<file path="src/hdl/assert_macros.svh">
// Assertion macros shared by the rate meter RTL.
// Depends on nothing; the including module must provide clk_i and rst_ni.
`ifndef ASSERT_MACROS_SVH
`define ASSERT_MACROS_SVH

// Checks a property on every rising clock edge outside reset.
`define MWRM_ASSERT(name, prop, msg) \
  name: assert property (@(posedge clk_i) disable iff (!rst_ni) prop) \
    else $error(msg);

// Checks that a condition never holds on a rising clock edge outside reset.
`define MWRM_NEVER(name, cond, msg) \
  `MWRM_ASSERT(name, !(cond), msg)

`endif

</file>
<file path="src/hdl/mwrm_pkg.sv">
// Shared types and constants of the moving window rate meter.
// Used by every module of the block; depends on nothing.
package mwrm_pkg;

  // Ring and field sizes.
  localparam int unsigned MaxWindow  = 128;
  localparam int unsigned PosW       = $clog2(MaxWindow);
  localparam int unsigned CountW     = PosW + 1;
  localparam int unsigned IntervalW  = 24;
  localparam int unsigned SumW       = IntervalW + PosW;
  localparam int unsigned RateQ8W    = 28;
  localparam int unsigned RateIntW   = 20;
  localparam int unsigned WinW       = 8;
  localparam int unsigned StepW      = $clog2(SumW + 1);

  // Register reset value and rate saturation values.
  localparam logic [WinW-1:0]     WIN_RESET    = WinW'(70);
  localparam logic [WinW-1:0]     WIN_MAX      = WinW'(MaxWindow);
  localparam logic [RateQ8W-1:0]  RATE_Q8_MAX  = RateQ8W'(256000000);
  localparam logic [RateIntW-1:0] RATE_INT_MAX = RateIntW'(1000000);
  localparam logic [RateQ8W:0]    ROUND_HALF   = (RateQ8W+1)'(128);

  // Divider step counts: full width for the average, 28 bits for the rate.
  localparam logic [StepW-1:0] STEPS_AVG  = StepW'(SumW);
  localparam logic [StepW-1:0] STEPS_RATE = StepW'(RateQ8W);

  typedef enum logic [2:0] {
    ST_IDLE,
    ST_UPDATE,
    ST_AVG_START,
    ST_AVG_RUN,
    ST_CHECK,
    ST_RATE_RUN,
    ST_DONE
  } mwrm_state_e;

  // Commands from the controller to the datapath.
  typedef struct packed {
    logic accept;
    logic update;
    logic avg_start;
    logic avg_capture;
    logic rate_start;
    logic out_load;
    logic cfg_write;
  } mwrm_cmd_t;

  // Status from the datapath to the controller.
  typedef struct packed {
    logic div_busy;
    logic avg_zero;
  } mwrm_status_t;

endpackage

</file>
<file path="src/hdl/mwrm_div.sv">
// Restoring divider, one quotient bit per cycle, shared by both divisions.
// Depends on mwrm_pkg for widths.
module mwrm_div (
  input  logic                               clk_i,
  input  logic                               rst_ni,
  input  logic                               start_i,
  input  logic [mwrm_pkg::SumW-1:0]          dividend_i,
  input  logic [mwrm_pkg::IntervalW-1:0]     divisor_i,
  input  logic [mwrm_pkg::StepW-1:0]         steps_i,
  output logic                               busy_o,
  output logic [mwrm_pkg::SumW-1:0]          quotient_o
);

  logic [mwrm_pkg::StepW-1:0]     count_q, count_d;
  logic [mwrm_pkg::SumW-1:0]      quo_q, quo_d;
  logic [mwrm_pkg::IntervalW-1:0] rem_q, rem_d;
  logic [mwrm_pkg::IntervalW-1:0] div_q, div_d;
  logic [mwrm_pkg::IntervalW:0]   rem_shift;
  logic [mwrm_pkg::IntervalW:0]   rem_sub;
  logic                           ge;

  // One restoring step: shift in the next dividend bit and try a subtract.
  always_comb begin
    rem_shift = {rem_q, quo_q[mwrm_pkg::SumW-1]};
    ge        = rem_shift >= {1'b0, div_q};
    rem_sub   = rem_shift - {1'b0, div_q};
    count_d   = count_q;
    quo_d     = quo_q;
    rem_d     = rem_q;
    div_d     = div_q;
    if (start_i) begin
      count_d = steps_i;
      quo_d   = dividend_i;
      rem_d   = '0;
      div_d   = divisor_i;
    end else if (count_q != '0) begin
      count_d = count_q - 1'b1;
      quo_d   = {quo_q[mwrm_pkg::SumW-2:0], ge};
      rem_d   = ge ? rem_sub[mwrm_pkg::IntervalW-1:0] : rem_shift[mwrm_pkg::IntervalW-1:0];
    end
  end

  // The step counter is control state; the operands are payload.
  always_ff @(posedge clk_i or negedge rst_ni) begin
    if (!rst_ni) begin
      count_q <= '0;
    end else begin
      count_q <= count_d;
    end
  end

  always_ff @(posedge clk_i) begin
    quo_q <= quo_d;
    rem_q <= rem_d;
    div_q <= div_d;
  end

  assign busy_o     = count_q != '0;
  assign quotient_o = quo_q;

endmodule

</file>
<file path="src/hdl/mwrm_datapath.sv">
// Datapath of the rate meter: interval ring, running sum, divider and output register.
// Depends on mwrm_pkg and mwrm_div.
module mwrm_datapath (
  input  logic                               clk_i,
  input  logic                               rst_ni,
  input  mwrm_pkg::mwrm_cmd_t                cmd_i,
  output mwrm_pkg::mwrm_status_t             status_o,
  input  logic [mwrm_pkg::WinW-1:0]          cfg_data_i,
  input  logic [mwrm_pkg::IntervalW-1:0]     elapsed_us_i,
  output logic [mwrm_pkg::RateQ8W-1:0]       rate_q8_o,
  output logic [mwrm_pkg::RateIntW-1:0]      rate_rounded_o,
  output logic                               zero_average_o
);

  // Control state of the window.
  logic [mwrm_pkg::WinW-1:0]      win_q;
  logic [mwrm_pkg::PosW-1:0]      wpos_q;
  logic [mwrm_pkg::CountW-1:0]    filled_q;
  logic [mwrm_pkg::SumW-1:0]      sum_q;

  // Per-transaction payload.
  logic [mwrm_pkg::IntervalW-1:0] ring_q [mwrm_pkg::MaxWindow];
  logic [mwrm_pkg::IntervalW-1:0] rd_data_q;
  logic [mwrm_pkg::IntervalW-1:0] elapsed_q;
  logic [mwrm_pkg::PosW-1:0]      pos_q;
  logic                           is_new_q;
  logic [mwrm_pkg::IntervalW-1:0] avg_q;
  logic [mwrm_pkg::RateQ8W-1:0]   rate_q8_q;
  logic [mwrm_pkg::RateIntW-1:0]  rate_rnd_q;
  logic                           zero_q;

  logic [mwrm_pkg::WinW-1:0]      win_clamped;
  logic [mwrm_pkg::PosW-1:0]      pos;
  logic [mwrm_pkg::CountW-1:0]    pos_next;
  logic [mwrm_pkg::IntervalW-1:0] old;
  logic [mwrm_pkg::SumW-1:0]      sum_d;
  logic                           div_busy;
  logic [mwrm_pkg::SumW-1:0]      div_quo;
  logic [mwrm_pkg::SumW-1:0]      div_dividend;
  logic [mwrm_pkg::IntervalW-1:0] div_divisor;
  logic [mwrm_pkg::StepW-1:0]     div_steps;
  logic [mwrm_pkg::RateQ8W-1:0]   q8_sel;
  logic [mwrm_pkg::RateQ8W:0]     q8_round;

  // Window size written by configuration is clamped to 1..MaxWindow.
  always_comb begin
    win_clamped = cfg_data_i;
    if (cfg_data_i == '0) begin
      win_clamped = mwrm_pkg::WinW'(1);
    end else if (cfg_data_i > mwrm_pkg::WIN_MAX) begin
      win_clamped = mwrm_pkg::WIN_MAX;
    end
  end

  // Slot taken by the incoming interval, and the slot after it.
  always_comb begin
    pos      = ({1'b0, wpos_q} >= win_q) ? '0 : wpos_q;
    pos_next = {1'b0, pos_q} + 1'b1;
    if (pos_next >= win_q) begin
      pos_next = '0;
    end
  end

  // A slot written for the first time since the last clear holds no old value.
  assign old   = is_new_q ? '0 : rd_data_q;
  assign sum_d = sum_q + mwrm_pkg::SumW'(elapsed_q) - mwrm_pkg::SumW'(old);

  always_ff @(posedge clk_i or negedge rst_ni) begin
    if (!rst_ni) begin
      win_q    <= mwrm_pkg::WIN_RESET;
      wpos_q   <= '0;
      filled_q <= '0;
      sum_q    <= '0;
    end else if (cmd_i.cfg_write) begin
      win_q    <= win_clamped;
      wpos_q   <= '0;
      filled_q <= '0;
      sum_q    <= '0;
    end else if (cmd_i.update) begin
      sum_q  <= sum_d;
      wpos_q <= pos_next[mwrm_pkg::PosW-1:0];
      if (is_new_q) begin
        filled_q <= {1'b0, pos_q} + 1'b1;
      end
    end
  end

  // Interval ring: read when a transaction is accepted, written on update.
  always_ff @(posedge clk_i) begin
    if (cmd_i.accept) begin
      rd_data_q <= ring_q[pos];
    end
    if (cmd_i.update) begin
      ring_q[pos_q] <= elapsed_q;
    end
  end

  // Input capture and average capture.
  always_ff @(posedge clk_i) begin
    if (cmd_i.accept) begin
      elapsed_q <= elapsed_us_i;
      pos_q     <= pos;
      is_new_q  <= filled_q <= {1'b0, pos};
    end
    if (cmd_i.avg_capture) begin
      avg_q <= div_quo[mwrm_pkg::IntervalW-1:0];
    end
  end

  // The divider first forms sum / filled, then 256000000 / average.
  always_comb begin
    if (cmd_i.rate_start) begin
      div_dividend = {mwrm_pkg::RATE_Q8_MAX, {(mwrm_pkg::SumW-mwrm_pkg::RateQ8W){1'b0}}};
      div_divisor  = avg_q;
      div_steps    = mwrm_pkg::STEPS_RATE;
    end else begin
      div_dividend = sum_q;
      div_divisor  = mwrm_pkg::IntervalW'(filled_q);
      div_steps    = mwrm_pkg::STEPS_AVG;
    end
  end

  mwrm_div u_div (
    .clk_i      (clk_i),
    .rst_ni     (rst_ni),
    .start_i    (cmd_i.avg_start | cmd_i.rate_start),
    .dividend_i (div_dividend),
    .divisor_i  (div_divisor),
    .steps_i    (div_steps),
    .busy_o     (div_busy),
    .quotient_o (div_quo)
  );

  // Rounded rate is the Q20.8 rate plus one half, truncated to an integer.
  always_comb begin
    q8_sel   = (avg_q == '0) ? mwrm_pkg::RATE_Q8_MAX : div_quo[mwrm_pkg::RateQ8W-1:0];
    q8_round = {1'b0, q8_sel} + mwrm_pkg::ROUND_HALF;
  end

  // Output register holds the result until the transaction completes.
  always_ff @(posedge clk_i) begin
    if (cmd_i.out_load) begin
      rate_q8_q  <= q8_sel;
      rate_rnd_q <= q8_round[mwrm_pkg::RateQ8W-1:8];
      zero_q     <= avg_q == '0;
    end
  end

  assign status_o.div_busy = div_busy;
  assign status_o.avg_zero = avg_q == '0;
  assign rate_q8_o         = rate_q8_q;
  assign rate_rounded_o    = rate_rnd_q;
  assign zero_average_o    = zero_q;

endmodule

</file>
<file path="src/hdl/mwrm_ctrl.sv">
// Rate meter controller: sequences one tick through update and one or two divisions.
// Depends on mwrm_pkg.
module mwrm_ctrl (
  input  logic                     clk_i,
  input  logic                     rst_ni,
  input  logic                     in_valid_i,
  output logic                     in_stall_o,
  input  logic                     cfg_valid_i,
  output logic                     cfg_ready_o,
  output logic                     out_valid_o,
  input  logic                     out_stall_i,
  input  mwrm_pkg::mwrm_status_t   status_i,
  output mwrm_pkg::mwrm_cmd_t      cmd_o
);

  mwrm_pkg::mwrm_state_e state_q, state_d;
  logic                  out_valid_q, out_valid_d;
  logic                  out_free;

  // The output register can be loaded when empty or when its transaction completes.
  assign out_free = !out_valid_q || !out_stall_i;

  always_comb begin
    state_d     = state_q;
    cmd_o       = '0;
    in_stall_o  = 1'b1;
    cfg_ready_o = 1'b0;
    unique case (state_q)
      mwrm_pkg::ST_IDLE: begin
        cfg_ready_o = 1'b1;
        in_stall_o  = cfg_valid_i;
        if (cfg_valid_i) begin
          cmd_o.cfg_write = 1'b1;
        end else if (in_valid_i) begin
          cmd_o.accept = 1'b1;
          state_d      = mwrm_pkg::ST_UPDATE;
        end
      end
      mwrm_pkg::ST_UPDATE: begin
        cmd_o.update = 1'b1;
        state_d      = mwrm_pkg::ST_AVG_START;
      end
      mwrm_pkg::ST_AVG_START: begin
        cmd_o.avg_start = 1'b1;
        state_d         = mwrm_pkg::ST_AVG_RUN;
      end
      mwrm_pkg::ST_AVG_RUN: begin
        if (!status_i.div_busy) begin
          cmd_o.avg_capture = 1'b1;
          state_d           = mwrm_pkg::ST_CHECK;
        end
      end
      mwrm_pkg::ST_CHECK: begin
        if (status_i.avg_zero) begin
          state_d = mwrm_pkg::ST_DONE;
        end else begin
          cmd_o.rate_start = 1'b1;
          state_d          = mwrm_pkg::ST_RATE_RUN;
        end
      end
      mwrm_pkg::ST_RATE_RUN: begin
        if (!status_i.div_busy) begin
          state_d = mwrm_pkg::ST_DONE;
        end
      end
      mwrm_pkg::ST_DONE: begin
        if (out_free) begin
          cmd_o.out_load = 1'b1;
          state_d        = mwrm_pkg::ST_IDLE;
        end
      end
      default: begin
        state_d = mwrm_pkg::ST_IDLE;
      end
    endcase
  end

  // Output valid is set on load and cleared when the result is taken.
  always_comb begin
    out_valid_d = out_valid_q;
    if (cmd_o.out_load) begin
      out_valid_d = 1'b1;
    end else if (!out_stall_i) begin
      out_valid_d = 1'b0;
    end
  end

  always_ff @(posedge clk_i or negedge rst_ni) begin
    if (!rst_ni) begin
      state_q     <= mwrm_pkg::ST_IDLE;
      out_valid_q <= 1'b0;
    end else begin
      state_q     <= state_d;
      out_valid_q <= out_valid_d;
    end
  end

  assign out_valid_o = out_valid_q;

endmodule

</file>
<file path="src/hdl/moving_window_rate_meter.sv">
// Top level of the moving window rate meter: controller plus datapath.
// Depends on mwrm_pkg, mwrm_ctrl, mwrm_datapath and assert_macros.svh.
//
//   Channel  Direction  Handshake                   Payload
//   in       input      in_valid_i / in_stall_o     elapsed_us_i
//   out      output     out_valid_o / out_stall_i   rate_q8_o, rate_rounded_o, zero_average_o
//   cfg      input      cfg_valid_i / cfg_ready_o   cfg_data_i (window size)
//
// A tick runs from acceptance to a loaded result through update, divider start,
// 31 average steps, capture, rate start, 28 rate steps, finish and load. With a zero
// average the rate division is skipped. The next tick is taken in the cycle after the
// load at the earliest. Reset is asynchronous and needs no clearing pass. A stalled
// output holds its result while the next tick is worked on; that result then waits
// and the input stalls.
`include "assert_macros.svh"

module moving_window_rate_meter (
  input  logic                              clk_i,
  input  logic                              rst_ni,
  input  logic                              in_valid_i,
  output logic                              in_stall_o,
  input  logic [mwrm_pkg::IntervalW-1:0]    elapsed_us_i,
  output logic                              out_valid_o,
  input  logic                              out_stall_i,
  output logic [mwrm_pkg::RateQ8W-1:0]      rate_q8_o,
  output logic [mwrm_pkg::RateIntW-1:0]     rate_rounded_o,
  output logic                              zero_average_o,
  input  logic                              cfg_valid_i,
  output logic                              cfg_ready_o,
  input  logic [mwrm_pkg::WinW-1:0]         cfg_data_i
);

  mwrm_pkg::mwrm_cmd_t    cmd;
  mwrm_pkg::mwrm_status_t status;

  mwrm_ctrl u_ctrl (
    .clk_i       (clk_i),
    .rst_ni      (rst_ni),
    .in_valid_i  (in_valid_i),
    .in_stall_o  (in_stall_o),
    .cfg_valid_i (cfg_valid_i),
    .cfg_ready_o (cfg_ready_o),
    .out_valid_o (out_valid_o),
    .out_stall_i (out_stall_i),
    .status_i    (status),
    .cmd_o       (cmd)
  );

  mwrm_datapath u_datapath (
    .clk_i          (clk_i),
    .rst_ni         (rst_ni),
    .cmd_i          (cmd),
    .status_o       (status),
    .cfg_data_i     (cfg_data_i),
    .elapsed_us_i   (elapsed_us_i),
    .rate_q8_o      (rate_q8_o),
    .rate_rounded_o (rate_rounded_o),
    .zero_average_o (zero_average_o)
  );

  // A tick in flight blocks both further ticks and configuration.
  `MWRM_ASSERT(a_busy_after_accept,
    in_valid_i && !in_stall_o |=> in_stall_o && !cfg_ready_o,
    "input not blocked after accept")

  // A zero average always comes with saturated rates.
  `MWRM_ASSERT(a_zero_saturates,
    out_valid_o && zero_average_o |-> rate_q8_o == mwrm_pkg::RATE_Q8_MAX
      && rate_rounded_o == mwrm_pkg::RATE_INT_MAX,
    "zero average without saturation")

  // A nonzero average fits in 24 bits, so the rate can never be zero.
  `MWRM_NEVER(a_rate_nonzero,
    out_valid_o && !zero_average_o && rate_q8_o == '0,
    "zero rate with nonzero average")

endmodule
</file>
<file path="config.mk">
export PLATFORM = sky130hd
export DESIGN_NAME = moving_window_rate_meter
export DESIGN_NICKNAME = d
export VERILOG_FILES = /design/src/hdl/mwrm_pkg.sv /design/src/hdl/mwrm_div.sv /design/src/hdl/mwrm_datapath.sv /design/src/hdl/mwrm_ctrl.sv /design/src/hdl/moving_window_rate_meter.sv
export VERILOG_INCLUDE_DIRS = /design/src /design/src/hdl
export SDC_FILE = /design/constraint.sdc
export NUM_CORES = 2
export LEC_CHECK = 0
export ABC_AREA = 1
export BUFFER_PORTS_ARGS = -buffer_cell sky130_fd_sc_hd__buf_2
export CAP_MARGIN = 25
export CORE_ASPECT_RATIO = 1.5
export CORE_MARGIN = 10
export CORE_UTILIZATION = 45
export CTS_BUF_LIST = sky130_fd_sc_hd__clkbuf_2 sky130_fd_sc_hd__clkbuf_4 sky130_fd_sc_hd__clkbuf_8
export DETAILED_ROUTE_END_ITERATION = 6
export SLEW_MARGIN = 20
export SYNTH_ARGS = -nofsm -noshare
export SYNTH_HDL_FRONTEND = slang
export SYNTH_SLANG_ARGS = --single-unit
</file>
<file path="constraint.sdc">
create_clock -name clk_i -period 11 [get_ports clk_i]
set_input_delay 0.55 -clock clk_i [delete_from_list [all_inputs] [get_ports clk_i]]
set_output_delay 0.55 -clock clk_i [all_outputs]
set_load 0.02 [all_outputs]
</file>
* Yosys cells after proc, flatten, opt, wreduce, memory -nomap -nowiden *
Memories as Yosys holds them, arrays and structs flattened. A register that Yosys moved wholly into a read port is not among the register bits.
Cells that the tools add are included.

storage, ports and cells
  register bits after elaboration = 247
  memory bits (writable) = 3072
  input port bits = 37
  output and inout bits = 52
  logic and storage cells = 102
  memories = 1

memories
  memory             depth  bits a word  read ports  clocked after memory_dff  write ports  line                 text
  u_datapath.ring_q  128    24           1           1                         1            mwrm_datapath.sv:22  logic [mwrm_pkg::IntervalW-1:0] ring_q [mwrm_pkg::MaxWindow];

operators by class
  add/sub/neg operators = 6
  order comparisons = 5
  equality and inequality tests = 12
  mux-type cells = 47
  bitwise operators = 1
  reductions and logical operators = 12

operators by type and width
  kind                     number
  $mux W31                 5
  $mux W24                 2
  $mux W8                  6
  $add A31 B24 Y31         1
  $sub A31 B24 Y31         1
  $add A28 B8 Y28 const B  1
  $mux W28                 1
  $mux W7                  4
  $ge A25 B24 Y1           1
  $logic_not A24 Y1        1
  $sub A24 B24 Y24         1
  $pmux W3 S7              1
  $mux W1                  19
  $mux W3                  5
  $mux W5                  2
  $eq A3 B3 Y1 const B     3
  $add A7 B1 Y8 const B    1
  $ge A7 B8 Y1             1
  $ge A8 B8 Y1             1
  $gt A8 B8 Y1 const B     1
  $le A8 B7 Y1             1
  $logic_not A8 Y1         1
  $ne A2 B2 Y1 const B     4
  $eq A3 B2 Y1 const B     2
  12 further kinds         17

* Longest topological paths before layout *
  depth in word-level cells = 5
  gate-level depth with buffers = 25
  gate-level depth less buffers = 22

* Cells and area by module *
From an unflattened synthesis, not the netlist that was laid out.

unflattened totals
  cell total of the unflattened synthesis = 14224
  area, all modules = 148909.1 um^2

modules (own cells, without submodules)
  module         times used  cells an instance  area an instance (um^2)  sequential area each (um^2)
  mwrm_datapath  1           13401              143093.5                 97477.2
  mwrm_div       1           765                5432.7                   2257.2
  mwrm_ctrl      1           58                 382.9                    100.1

* Worst setup path after synthesis *
No wires, ideal clock.

  kind = reg2reg
  from = reg u_ctrl.state_q[2]
  to = reg u_datapath.elapsed_q[0] in the netlist's numbering (enable)
  library setup time = 0.470 ns
  data arrival time = 3.916 ns
  required time = 10.530 ns
  slack = 6.614 ns
  stages on the path, launching flop included = 4
  path buffers = 0
  clock period less this slack = 4.386 ns
  cell sequence = dfrtp_1 -> nor3_1 -> nand2_1 -> nor2_1

RTL lines
  item                    line                  text
  from (decl)             mwrm_ctrl.sv:16       mwrm_pkg::mwrm_state_e state_q, state_d;
  from (signal assigned)  mwrm_ctrl.sv:90       state_q <= mwrm_pkg::ST_IDLE;
  from (signal assigned)  mwrm_ctrl.sv:93       state_q <= state_d;
  to (signal assigned)    mwrm_datapath.sv:101  elapsed_q <= elapsed_us_i;
  to (decl)               mwrm_datapath.sv:24   logic [mwrm_pkg::IntervalW-1:0] elapsed_q;

* Worst setup path in the final report *
  from = reg u_datapath.wpos_q[0] in the netlist's numbering
  to = reg u_datapath.rd_data_q[17] in the netlist's numbering, read port of u_datapath.ring_q (data pin)

on the way
  cells in the longest elaborated chain, start to end = 2

ends and longest elaborated chain
  item                    line                 text
  from (decl)             mwrm_datapath.sv:17  logic [mwrm_pkg::PosW-1:0] wpos_q;
  from (signal assigned)  mwrm_datapath.sv:81  wpos_q <= pos_next[mwrm_pkg::PosW-1:0];
  $ge A7 B8 Y1            mwrm_datapath.sv:57  pos = ({1'b0, wpos_q} >= win_q) ? '0 : wpos_q;
  $mux W7 *               mwrm_datapath.sv:57
  to (decl)               mwrm_datapath.sv:23  logic [mwrm_pkg::IntervalW-1:0] rd_data_q;

Every way passes the cells marked *; elsewhere a longest branch is shown, timed or not.
A chain may end at the register's enable or synchronous reset.

==> reports/metrics.cfg <==
[logic_synthesis]
syn_avg_cell_area_um2=10.39
ys_ff_latch=3343
synth-edff-count=3256
ys.flop_type=edfxtp_1
yosysSeqAreaShare=0.6629
synth_top_area_cell=edfxtp_1
synthTopCellsByArea=edfxtp_1 (65%), nand3_1 (8.7%), inv_1 (6.4%)
netlist_area_um2=150600
synth.most_common_cell=edfxtp_1
yosys_warnings=0
async_flop_share=0.01885
synth_fp_nets=14635
synthTopCellsByCount=edfxtp_1 (3,256), nand3_1 (2,628), inv_1 (2,566)
yosysTopAreaCellShare=0.6492
ys_types=52
synthCells=14492

[sta]
slew_violations=0
fin_ws_ps=2828
tightest_slew_ps=1233
period_needed_ps=8172
finalSetupTns_ps=0
finalSetupViolations=0
hold_violations=0
grt_setup_unrepaired=no
max_freq_ghz=0.1224
fin_crit_sh=0.7429
relSlewSlack=0.1780
clock-skew-final_ps=94.53

[power_and_ir_drop]
p_total_uw=41160
powerDensity_nw_per_um2=248.9
p_leak_uw=0.06797
ir_drop_uv=269.0

[route]
postRouteAntennaNets=0
post-route-drc-count=6
first_pass_iters=7
post_drt_wl_per_cell_um=24.68
drt_iter0_drc=12717
vias_per_cell=5.625
drt-total-wl_mm=475.7
dr_total_vias=108408

[final_layout]
nFillCells=29950
regArea_um2=99840
finalNetCount=14575
drive_gt1_frac=0.09033
area_delta_synth_final_pct=9.809
multi_input_area_um2=37510
utilization=0.4955

[outcome]
violations=design-rule violations
status=complete, but fails checks

[grt]
antenna_found_initial=17
grt_pass1_wl_mm=694.0
grt_overflow=0
track_usage=0.2549
grt_pass1_vias=102934
grt_max_degree=181

[setup_path]
crit_fanout=144
worst_ep_required_time_ps=11950
worst_ep_arrival_time_ps=9120
crit_end=u_datapath.rd_data_q[17]
path_class=reg2reg
timing.rr.end=u_datapath.rd_data_q[17]
reg2reg_from=u_datapath.wpos_q[0]
r2r.worst_path.cells=20
worst_setup_path_start_kind=flop
cp-startpoint=u_datapath.wpos_q[0]
crit_path_end_kind=flop
reg2reg_slack_ps=2830

[clocking]
htreeDepth=5
cts.sinks=3343
cts_tree=built
path_clk_slew_ps=70
cts_root_buffer=clkbuf_8
clkLatencyLatePin_ps=1130
postCtsSetupRepairBufs=0
cts_buffers=481
clockBufferDepth=4

[floorplanning]
ioPinCount=89
core_um2=333800
initial_utilization=0.4512
fp.dieH_um=728.6
die_area_um2=358700
row_count=260
fp.dieW_um=492.4

[hold_path]
hold_path_depth=2
holdCritPathClass=in2reg

[place]
post-dp-hpwl_mm=257.6
numPortBuffers=88
pre_cts_slack_ps=3175
gp_congestion=0.9023

[run]
drv_cap=0

-- cell usage in the layout, fill, tap and decap left out, drive strengths merged, types with 16 or more instances in the layout --
cell type,n
a21oi,100
buf,353
bufinv,16
clkbuf,663
clkinv,172
dfrtp,60
dfxtp,24
dlygate4sd3,43
edfxtp,3256
fa,25
ha,81
inv,2577
nand2,2428
nand3,2631
nand4,1057
nor2,831
nor3,28
o21ai,224
o22ai,23
or2,100
xnor2,18
xor2,30
-- metal layers --
layer / vias to the layer above / global-route usage / wire length, um
met2: 5371 / 0.4106 / 222100
met4: 2 / 0.1429 / 29980
li1: 48971 / - / -
met5: - / 0 / 13
met3: 1051 / 0.03999 / 40910
met1: 53013 / 0.3293 / 182600
-- worst max-delay path, cell delays in order (launching register included) --
cell and delay (ps):
dfrtp_4 710, inv_8 230, ha_1 400, nand2_1 50, nand3_1 90, nand2_1 60, nand2_1 150, nand2_8 400
buf_12 510, nand2_2 360, nor2_4 110, buf_4 260, inv_8 630, buf_4 730, buf_4 960, nand3_1 280
nand3_1 160, nand3_1 180, nand2_1 440, nand2_1 550, nand2_1 230
-- what timing repair did --
item / 4_1_cts / 5_1_grt
resized for setup: 0 / 0
hold buffers: 43 / 0
hold endpoints to repair: 96 / 0
-- area by class of cell --
class                   instances  area share
flip-flops and latches       3343      0.6037
inverters                    2574     0.05862
repair buffers                397     0.02017
diodes                          7   0.0001059
multi-input cells            7635      0.2268
well taps                    4454     0.03370
clock inverters               202    0.007944
clock buffers                 662     0.04900
-- worst min path at each step --
stage	from	to	slack, ps
global route	elapsed_us_i[18]	u_datapath.elapsed_q[18]	120
CTS	elapsed_us_i[2]	u_datapath.elapsed_q[2]	70
global placement	u_datapath.u_div.quotient_o[14]	u_datapath.avg_q[14]	430
floorplan	rst_ni	u_ctrl.out_valid_o	250
detailed placement	u_datapath.u_div.quotient_o[14]	u_datapath.avg_q[14]	450
finish	elapsed_us_i[18]	u_datapath.elapsed_q[18]	140
-- flip-flops by register name, indices dropped and copies added, names as in the netlist, 7 cells and up --
| register | flops |
|---|---|
| u_datapath.ring_q | 3072 |
| u_datapath.sum_q | 31 |
| u_datapath.u_div.quotient_o | 31 |
| u_datapath.rate_q8_o | 28 |
| u_datapath.avg_q | 24 |
| u_datapath.elapsed_q | 24 |
| u_datapath.rd_data_q | 24 |
| u_datapath.u_div.div_q | 24 |
| u_datapath.u_div.rem_q | 24 |
| u_datapath.rate_rounded_o | 20 |
| u_datapath.filled_q | 8 |
| u_datapath.win_q | 8 |
| u_datapath.pos_q | 7 |
| u_datapath.wpos_q | 7 |
-- logic make-up after synthesis --
family | share of synthesized area
adder cells (fa/ha/maj) | 0.01005
flip-flops | 0.6629
XOR/XNOR | 0.002791
AO/OA/AOI/OAI | 0.01417
buffers and inverters | 0.09152
AND/OR/NAND/NOR | 0.2186
-- stage by stage --
| stage | hold WS, ps | instance area [um^2] | cells |
|---|---|---|---|
| after global placement | 432.9 | 155500 | 18358 |
| after CTS | 67.30 | 165400 | 19266 |
| after floorplan | 254.4 | 150600 | 14492 |
| after detailed placement | 446.8 | 155500 | 18359 |
| final | 139.8 | 165400 | 19274 |
| after global routing | 118.1 | 165400 | 19270 |
-- power breakdown --
group	switching (uW)	internal (uW)	leakage (uW)
Sequential	267	14600	0.0304
Clock	4830	5110	0.00497
Combinational	12400	4030	0.0326
(Power assumes the default switching activity.)
